## src/rtl/kufe_pkg.sv

```systemverilog
// Shared types and constants for the union-find engine.
// Holds the item structs, controller states and datapath operation codes.
// No dependencies.
package kufe_pkg;

  localparam int MAX_NODES      = 1024;
  localparam int NODE_W         = 10;
  localparam int NCNT_W         = 11;
  localparam int WEIGHT_W       = 32;
  localparam int SUM_W          = 48;
  localparam int CNT_W          = 10;
  localparam int RANK_W         = 4;
  localparam int APB_AW         = 2;
  localparam int APB_DW         = 32;
  localparam int NODE_COUNT_RST = 1024;

  localparam logic [RANK_W-1:0] RANK_MAX = RANK_W'(15);

  typedef logic [NODE_W-1:0] node_t;

  typedef enum logic {
    OPC_CLEAR = 1'b0,
    OPC_EDGE  = 1'b1
  } kufe_opcode_t;

  typedef struct packed {
    logic                       opcode;
    logic [NODE_W-1:0]          node_a;
    logic [NODE_W-1:0]          node_b;
    logic signed [WEIGHT_W-1:0] weight;
  } kufe_in_t;

  typedef struct packed {
    logic                    accepted;
    logic                    range_error;
    logic signed [SUM_W-1:0] total_weight;
    logic [CNT_W-1:0]        chosen_count;
  } kufe_out_t;

  typedef enum logic [2:0] {
    ST_INIT,
    ST_IDLE,
    ST_CLEAR,
    ST_WALK,
    ST_COMP,
    ST_RANK,
    ST_LINK
  } kufe_state_t;

  typedef enum logic [3:0] {
    OP_NOP,
    OP_SWEEP,
    OP_ACCEPT,
    OP_WALK,
    OP_COMP,
    OP_RANK_A,
    OP_RANK_B,
    OP_LINK,
    OP_REPORT
  } kufe_op_t;

  typedef struct packed {
    logic edge_op;
    logic in_range;
    logic sweep_done;
    logic walk_done;
    logic comp_done;
    logic side_b;
    logic roots_equal;
  } kufe_status_t;

endpackage

```

## src/rtl/kufe_ctrl.sv

```systemverilog
// Controller state machine of the union-find engine.
// Sequences clear sweeps, root walks, path compression and linking.
// Depends on kufe_pkg.
module kufe_ctrl
  import kufe_pkg::*;
(
  input  logic         clk,
  input  logic         rst_n,
  input  logic         start,
  input  kufe_status_t sts,
  output logic         busy,
  output kufe_op_t     op
);

  kufe_state_t state_r;
  kufe_state_t state_nxt;

  always_ff @(posedge clk) begin
    if (!rst_n) begin
      state_r <= ST_INIT;
    end else begin
      state_r <= state_nxt;
    end
  end

  always_comb begin
    state_nxt = state_r;
    op        = OP_NOP;
    busy      = (state_r != ST_IDLE);
    case (state_r)
      ST_INIT: begin
        op = OP_SWEEP;
        if (sts.sweep_done) begin
          state_nxt = ST_IDLE;
        end
      end
      ST_IDLE: begin
        if (start) begin
          op = OP_ACCEPT;
          if (!sts.edge_op) begin
            state_nxt = ST_CLEAR;
          end else if (sts.in_range) begin
            state_nxt = ST_WALK;
          end
        end
      end
      ST_CLEAR: begin
        if (sts.sweep_done) begin
          op        = OP_REPORT;
          state_nxt = ST_IDLE;
        end else begin
          op = OP_SWEEP;
        end
      end
      ST_WALK: begin
        op = OP_WALK;
        if (sts.walk_done) begin
          state_nxt = ST_COMP;
        end
      end
      ST_COMP: begin
        if (!sts.comp_done) begin
          op = OP_COMP;
        end else if (!sts.side_b) begin
          // first endpoint settled: move on to the second
          op        = OP_COMP;
          state_nxt = ST_WALK;
        end else if (sts.roots_equal) begin
          op        = OP_REPORT;
          state_nxt = ST_IDLE;
        end else begin
          op        = OP_RANK_A;
          state_nxt = ST_RANK;
        end
      end
      ST_RANK: begin
        op        = OP_RANK_B;
        state_nxt = ST_LINK;
      end
      ST_LINK: begin
        op        = OP_LINK;
        state_nxt = ST_IDLE;
      end
      default: begin
        state_nxt = ST_INIT;
      end
    endcase
  end

endmodule

```

## config.mk

```make
export PLATFORM = sky130hd
export DESIGN_NAME = kufe_ctrl
export DESIGN_NICKNAME = d
export VERILOG_FILES = /design/src/rtl/kufe_pkg.sv /design/src/rtl/kufe_ctrl.sv
export SDC_FILE = /design/constraint.sdc
export NUM_CORES = 1
export LEC_CHECK = 0
export ABC_AREA = 1
export ABC_CLOCK_PERIOD_IN_PS = 1360
export BUFFER_PORTS_ARGS = -buffer_cell sky130_fd_sc_hd__buf_4
export CAP_MARGIN = 40
export CORE_MARGIN = 1.5
export CORE_UTILIZATION = 30
export CTS_CLUSTER_SIZE = 16
export DETAILED_ROUTE_END_ITERATION = 10
export HOLD_SLACK_MARGIN = 0.1
export PLACE_DENSITY = 0.62
export SLEW_MARGIN = 20
export SYNTH_ARGS = -nofsm -noshare
export SYNTH_HDL_FRONTEND = slang
export SYNTH_SLANG_ARGS = --single-unit
```

## constraint.sdc

```tcl
create_clock -name clk -period 1.36 [get_ports clk]
set_input_delay 0.272 -clock clk [delete_from_list [all_inputs] [get_ports clk]]
set_output_delay 0.272 -clock clk [all_outputs]
set_load 0.02 [all_outputs]
```

# Yosys cells after proc, flatten, opt, wreduce, memory -nomap -nowiden
# Index checks and enable logic that the tools add are counted.
[word_totals] regBits=3 inputBits=10 out_inout_bits=5 word_cells=31
[op_classes] n_eq_ne=12 mux=15 reduce_logical=3
[ops] op="case mux 4 bit (7 select lines)" count=1
[ops] op="two-way mux 3 bit" count=8
[ops] op="case mux 3 bit (6 select lines)" count=1
[ops] op="two-way mux 4 bit" count=4
[ops] op="equality test 3 bit (second input constant)" count=3
[ops] op="equality test 3 x 2 -> 1 bit (second input constant)" count=2
[ops] op="!= test 2 bit (second input constant)" count=3
[ops] op="AND reduction 5 bit" count=1
[ops] op="equality test 3 x 1 -> 1 bit (second input constant)" count=1
[ops] op="logical NOT 3 bit" count=1
[ops] op="!= test 3 x 1 -> 1 bit (second input constant)" count=1
[ops] op="!= test 3 bit (second input constant)" count=1
[ops] op="two-way mux 2 bit" count=1
[ops] op="!= test 2 x 1 -> 1 bit (second input constant)" count=1
[ops] op="OR reduction 2 bit" count=1

# Depth between registers and ports, before layout
# Gate-level depths: netlist of run 1.
[depth] depth_word=4 mapped_depth=9

# Least setup slack after synthesis of run 1
# OpenSTA, ideal clock, no wires.
[synth_timing] kind="register to output" from="register state_r[2]" to="output port op[1]" arrival_time_ns=1.146 required_time_ns=1.088 slack_ns=-0.058 path_stages_with_launch=5 path_buffers=1 path_cell_list="dfxtp_1 buf_6 nor2_8 nand2_1 o211ai_1"
[synth_between] elab_chain_len=2 elab_cells_between_ends=8 cone_classes="eq/ne: 6; mux: 1; reduce/logical: 1"
[synth_lines] item="start: declaration" line_no="kufe_ctrl.sv:15" text="kufe_state_t state_r;"
[synth_lines] item="start signal: assignment" line_no="kufe_ctrl.sv:22" text="state_r <= state_nxt;"
[synth_lines] item="equality test 3 bit, or another cell as far along" line_no="kufe_ctrl.sv:30" text="case (state_r)"
[synth_lines] item="case mux 4 bit (7 select lines) *" line_no="kufe_ctrl.sv:30"
[synth_lines] item="end: declaration" line_no="kufe_ctrl.sv:12" text="output kufe_op_t op"
# Mark *: on every way between the ends. The rest lies on a longest branch, timed or not.

# Worst setup path after layout of run 1
[layout_timing] from="register state_r[0]" to="output port op[0]"
# The elaborated chain is that of the path after synthesis.

==> summary.txt, run 1 <==
GRT
  • GRT Util Overall: 15.1%
  • Gr ovfl total: 0
  • Largest net degree at the start of global routing: 9
  • Number of global-route vias before repair: 417
  • Initial antenna violation count: 0
  • First-pass GRT wire length: 1610 um

Detailed routing
  • WL per Instance: 9.88 um
  • DR vias: 486
  • DR iter-0 viols: 6
  • Vias/cell: 4.63
  • Drt drc: 0
  • ANT nets after route: 0
  • Routed wire length: 1040 um
  • Drt pass-1 iters: 4

Timing
  • Final WS setup: -0.150 ns
  • Max-slew headroom: 89.9%
  • Tmin final: 1.51 ns
  • Worst Skew: 0.000178 ns
  • RSZ-0062 raised after global routing: true
  • Setup-failing EPs final: 4
  • Hold Fails Final Rpt: 0
  • Total negative slack: -0.382 ns
  • FMAX: 0.662 GHz
  • Max Slew Vio Count: 0
  • Period utilization: 111%
  • Worst-Margin Slew: 0.151 ns

Power
  • Power Dens Cells: 2410 mW/mm^2
  • VDD IR max: 872 uV
  • Leakage: 0.331 nW

CTS
  • Post-CTS Hold Buffers: 0
  • H-tree Lvls: 1
  • Root buf cell: clkbuf_4
  • Clk_lat worst skew: 0.23 ns
  • Num Clock Sinks: 3
  • Clk buf depth: 2
  • CTS tree: done
  • TritonCTS buffer count: 3
  • Clock slew at reported path FFs: 0.04 ns

Critical path
  • Largest fanout on the critical path: 5
  • Critical path capture point type: primary output
  • Setup Crit Path Kind: reg -> out
  • Startpoint Class: register
  • Worst EP required: 1.09 ns
  • Arr. time, crit path: 1.24 ns

Outcome
  • Failing checks: negative setup slack
  • Status: finished with violations

Cells and area
  • Filler cell count: 138
  • Area of the multi-input gates: 284 um^2
  • Register area: 68.8 um^2
  • Top flop regs: state_r (3)
  • Utilization after layout: 49.7%
  • Final nets: 101
  • Largest register FFs: 3
  • Most flops, register: state_r
  • Share of cells above drive strength 1: 50.0%
  • Inserted Diodes: 0
  • P&R area growth vs syn: 56.0%

Logic synthesis
  • Avg Inst Size Synth: 6.39 um^2
  • Mapped cell area: 409 um^2
  • Syn_nets: 74
  • Synth Register Bits: 3
  • Ys Warns: 0
  • Post-synthesis cell type count: 18
  • Sequential area share after synthesis: 14.7%
  • Mapped Cells: 64

Floorplan
  • # IOs: 15
  • Die Y: 39.9 um
  • Horiz. Die Dim: 39.9 um
  • Row count: 13
  • Initial Utilization: 31.8%
  • Core area: 0.00128 mm^2
  • Total Die Area: 0.00159 mm^2

Flow run
  • Max Cap Viol: 0

Placement
  • Post-DP HPWL: 808 um
  • IO buf count: 14
  • Gp weighted congestion: 0.803

Worst hold path
  • Worst Hold Class: in -> reg
==> layout make-up <==
class                           count  area share, %
Clock buffer                        4           4.12
Tap cell                           15           2.94
Inverter                            9           5.29
Sequential cell                     3           10.8
Multi-Input combinational cell     49           44.5
Timing Repair Buffer               25           32.4
==> layer usage <==
layer / track usage [%] / share of wire (%) / up-vias / routed length [um]
met5: 0 / 0 / - / 0
met4: 2.59 / 0 / 0 / 0
met3: 5.00 / 4.3 / 0 / 45
met2: 27.4 / 53 / 12 / 548
met1: 17.1 / 43 / 217 / 444
li1: - / - / 257 / -
==> cell families (layout without fill, tap and decap cells) <==
logic type	Yosys count	count (layout)	synth area share, %
compound gates	8	8	11.3
buf+inv	12	38	16.5
flops	3	3	14.7
simple gates	41	41	57.5
==> synthesized netlist by cell type, drive strengths merged <==
library cell	instances	area, um^2
nand2	16	70.1
buf	3	33.8
dfxtp	3	60.1
nor2	13	77.6
o21ai	5	25.0
a22o	1	8.76
nand3	10	60.1
inv	9	33.8
a21oi	1	5.00
o211ai	1	7.51
nand4	2	27.5
==> through the flow <==
step	setup slack, ns	area (um^2)	hold slack, ns	instances	total power, mW
floorplan	-0.00194	412	0.393	64	0.936
global placement	0.00823	562	0.516	98	1.24
detailed placement	-0.00451	562	0.527	98	1.25
CTS	-0.135	627	0.277	104	1.53
global route	-0.216	638	0.293	105	1.68
finish	-0.150	638	0.280	105	1.54
==> what timing repair did <==
item                                    4_1_cts  5_1_grt
pin swaps                                     3        1
endpoints found under the setup margin        5        4
gates resized for setup                       9        3
setup buffers                                 2        1
==> critical path, stage by stage, from the launching register on <==
cell and delay, ns:
dfxtp_4 0.35, buf_6 0.12, nor2_4 0.08, nand2_2 0.07, nor2_2 0.11, a22o_1 0.16, buf_6 0.12
==> power breakdown <==
group	internal, mW	switching [mW]
sequential	0.150	0.0743
clock	0.110	0.0458
combinational	0.564	0.596
total	0.825	0.716
==> path summary, 6_finish.rpt <==
| kind | slack, ns | depth (start not counted) | end | start |
|---|---|---|---|---|
| setup / recovery | -0.15 | 6 | op[0] | state_r[0] |
| setup reg to reg | 0.09 | 10 | state_r[2] | state_r[0] |
| hold / removal | 0.28 | 3 | state_r[0] | rst_n |
| hold reg to reg | 0.68 | 3 | state_r[1] | state_r[1] |
==> cells in the final DEF (no fill, tap or decap), drive strengths merged <==
cell type   n
a21oi       1
a22o        1
buf        25
clkbuf      4
dfxtp       3
inv         9
nand2      16
nand3      10
nand4       2
nor2       13
o211ai      1
o21ai       5
No activity file was read; power rests on OpenSTA's default activity.
==> inputs of run 2 (changes only) <==
--- a/config.mk
+++ b/config.mk
@@ -7,14 +7,15 @@
 export LEC_CHECK = 0
 export ABC_AREA = 1
 export ABC_CLOCK_PERIOD_IN_PS = 1360
-export BUFFER_PORTS_ARGS = -buffer_cell sky130_fd_sc_hd__buf_4
 export CAP_MARGIN = 40
 export CORE_MARGIN = 1.5
 export CORE_UTILIZATION = 30
 export CTS_CLUSTER_SIZE = 16
 export DETAILED_ROUTE_END_ITERATION = 10
+export DONT_BUFFER_PORTS = 1
 export HOLD_SLACK_MARGIN = 0.1
-export PLACE_DENSITY = 0.62
+export PLACE_DENSITY = 0.53
+export SKIP_CTS_REPAIR_TIMING = 1
 export SLEW_MARGIN = 20
 export SYNTH_ARGS = -nofsm -noshare
 export SYNTH_HDL_FRONTEND = slang
==> summary.txt, run 2 (synthesis results as in run 1) <==
Timing
  • Worst-Margin Slew: 0.161 ns (was 0.151 ns)
  • FMAX: 0.673 GHz (was 0.662 GHz)
  • Max-slew headroom: 89.2% (was 89.9%)
  • RSZ-0062 raised after global routing: true (unchanged)
  • Hold Fails Final Rpt: 0 (unchanged)
  • Worst Skew: 0.000508 ns (was 0.000178 ns)
  • Period utilization: 109% (was 111%)
  • Final WS setup: -0.125 ns (was -0.150 ns)
  • Worst hold slack: 0.148 ns (was 0.280 ns)
  • Max Slew Vio Count: 0 (unchanged)
  • Tmin final: 1.48 ns (was 1.51 ns)
  • Setup-failing EPs final: 4 (unchanged)

GRT
  • Gr ovfl total: 0 (unchanged)
  • Number of global-route vias before repair: 377 (was 417)
  • Initial antenna violation count: 0 (unchanged)
  • GRT Util Overall: 13.7% (was 15.1%)
  • First-pass GRT wire length: 1470 um (was 1610 um)
  • Largest net degree at the start of global routing: 7 (was 9)

Critical path
  • Largest fanout on the critical path: 5 (unchanged)
  • CP max stage cell: dfxtp_4 (unchanged)
  • Arr. time, crit path: 1.21 ns (was 1.24 ns)
  • Crit-path most repeated cell: nor2_4 (was buf_6)
  • CP peak stage delay: 0.35 ns (about the same)
  • Critical path capture point type: primary output (unchanged)
  • CP Cell Sequence: buf_6 > nor2_4 > nand2_2 > nor2_4 > a22o_4 (was buf_6 > nor2_4 > nand2_2 > nor2_2 > a22o_1 > buf_6)
  • R2r worst-path depth: 10 (unchanged)
  • Critical R2R Capture: state_r[2] (unchanged)
  • Startpoint Class: register (unchanged)
  • Worst path buffer plus inverter count: 1 (was 2)
  • R2r setup slk: 0.10 ns (was 0.09 ns)
  • Family with the most delay on the worst path: flip-flops (unchanged)
  • Worst EP required: 1.09 ns (about the same)
  • Crit Reg-Reg Startpoint: state_r[0] (unchanged)
  • Setup Crit Path Kind: reg -> out (unchanged)

Cells and area
  • Inserted Diodes: 0 (unchanged)
  • Top flop regs: state_r (3) (unchanged)
  • Final nets: 92 (was 101)
  • Largest register FFs: 3 (unchanged)
  • Most flops, register: state_r (unchanged)
  • Utilization after layout: 47.9% (was 49.7%)
  • Share of cells above drive strength 1: 53.1% (was 50.0%)
  • Post-route cell area: 616 um^2 (was 638 um^2)
  • P&R area growth vs syn: 50.5% (was 56.0%)
  • Most frequent cells in the layout: buf_4 (11), nand2_1 (9), nor2_1 (9) (was buf_4 (20), nand2_1 (11), nor2_1 (9))
  • Commonest non-fill, non-tap cell in the layout: buf_4 (unchanged)

Floorplan
  • # IOs: 15 (unchanged)
  • Initial Utilization: 31.8% (unchanged)
  • Die Y: 39.9 um (unchanged)
  • Core area: 0.00128 mm^2 (unchanged)
  • Row count: 13 (unchanged)
  • Horiz. Die Dim: 39.9 um (unchanged)
  • Total Die Area: 0.00159 mm^2 (unchanged)

Outcome
  • Status: finished with violations (unchanged)
  • Failing checks: negative setup slack (unchanged)

Detailed routing
  • Drt pass-1 iters: 2 (was 4)
  • ANT nets after route: 0 (unchanged)
  • DR iter-0 viols: 6 (unchanged)
  • Drt drc: 0 (unchanged)
  • Routed wire length: 1030 um (was 1040 um)
  • WL per Instance: 10.8 um (was 9.88 um)
  • DR vias: 473 (was 486)
  • Vias/cell: 4.93 (was 4.63)

CTS
  • Clk buf depth: 2 (unchanged)
  • H-tree Lvls: 1 (unchanged)
  • Num Clock Sinks: 3 (unchanged)
  • CTS tree: done (unchanged)
  • Root buf cell: clkbuf_4 (unchanged)
  • TritonCTS buffer count: 3 (unchanged)
  • Clk_lat worst skew: 0.23 ns (about the same)
  • Clock slew at reported path FFs: 0.04 ns (about the same)

Placement
  • Post-DP HPWL: 803 um (was 808 um)
  • Placed instance area: 487 um^2 (was 562 um^2)
  • IO buf count: 0 (was 14)
  • Gp weighted congestion: 0.805 (was 0.803)
  • Pre-CTS WS: 0.0238 ns (was -0.00451 ns)

Flow run
  • Max Cap Viol: 0 (unchanged)

Power
  • VDD IR max: 1310 uV (was 872 uV)
  • Leakage: 0.295 nW (was 0.331 nW)
  • Total power: 1.63 mW (was 1.54 mW)
  • Power Dens Cells: 2640 mW/mm^2 (was 2410 mW/mm^2)

Worst hold path
  • WHS Endpoint: state_r[0] (unchanged)
  • Hold depth: 2 (was 3)
  • Worst Hold Class: in -> reg (unchanged)
  • Min-delay src: rst_n (unchanged)
-- run 2: final cells by class --
cell class	count	area, um^2
clock buffers	4	26.3
fillers	128	669
inverters	9	36.3
multi-input cells	49	327
flip-flops and latches	3	68.8
well taps	15	18.8
repair buffers	16	139
-- run 2: how the worst max path moves through the flow --
| stage | startpoint | end | cells after the start |
|---|---|---|---|
| after floorplan | state_r[2] | op[1] | 4 |
| after global placement | state_r[2] | op[1] | 5 |
| after detailed placement | state_r[1] | op[0] | 5 |
| after CTS | state_r[1] | op[0] | 5 |
| after global routing | state_r[0] | op[0] | 5 |
| final | state_r[0] | op[0] | 5 |
-- run 2: report_power, final --
| group | switching [mW] | internal [mW] | total, mW |
|---|---|---|---|
| Combinational | 0.658 | 0.602 | 1.26 |
| Clock | 0.0425 | 0.110 | 0.152 |
| Sequential | 0.0656 | 0.150 | 0.215 |
-- run 2: metal layers --
metal	global-route usage, %	part of all wire, %	vias to the layer above
met4	5.17	0.97	0
met1	18.3	46	213
met3	1.67	4.7	2
li1	-	-	245
met5	0	0	-
met2	22.2	49	13
-- run 2: through the flow --
step | setup TNS, ns | cells
floorplan | -0.00194 | 64
global placement | 0 | 88
detailed placement | 0 | 88
CTS | -0.630 | 92
global route | -0.630 | 96
finish | -0.383 | 96
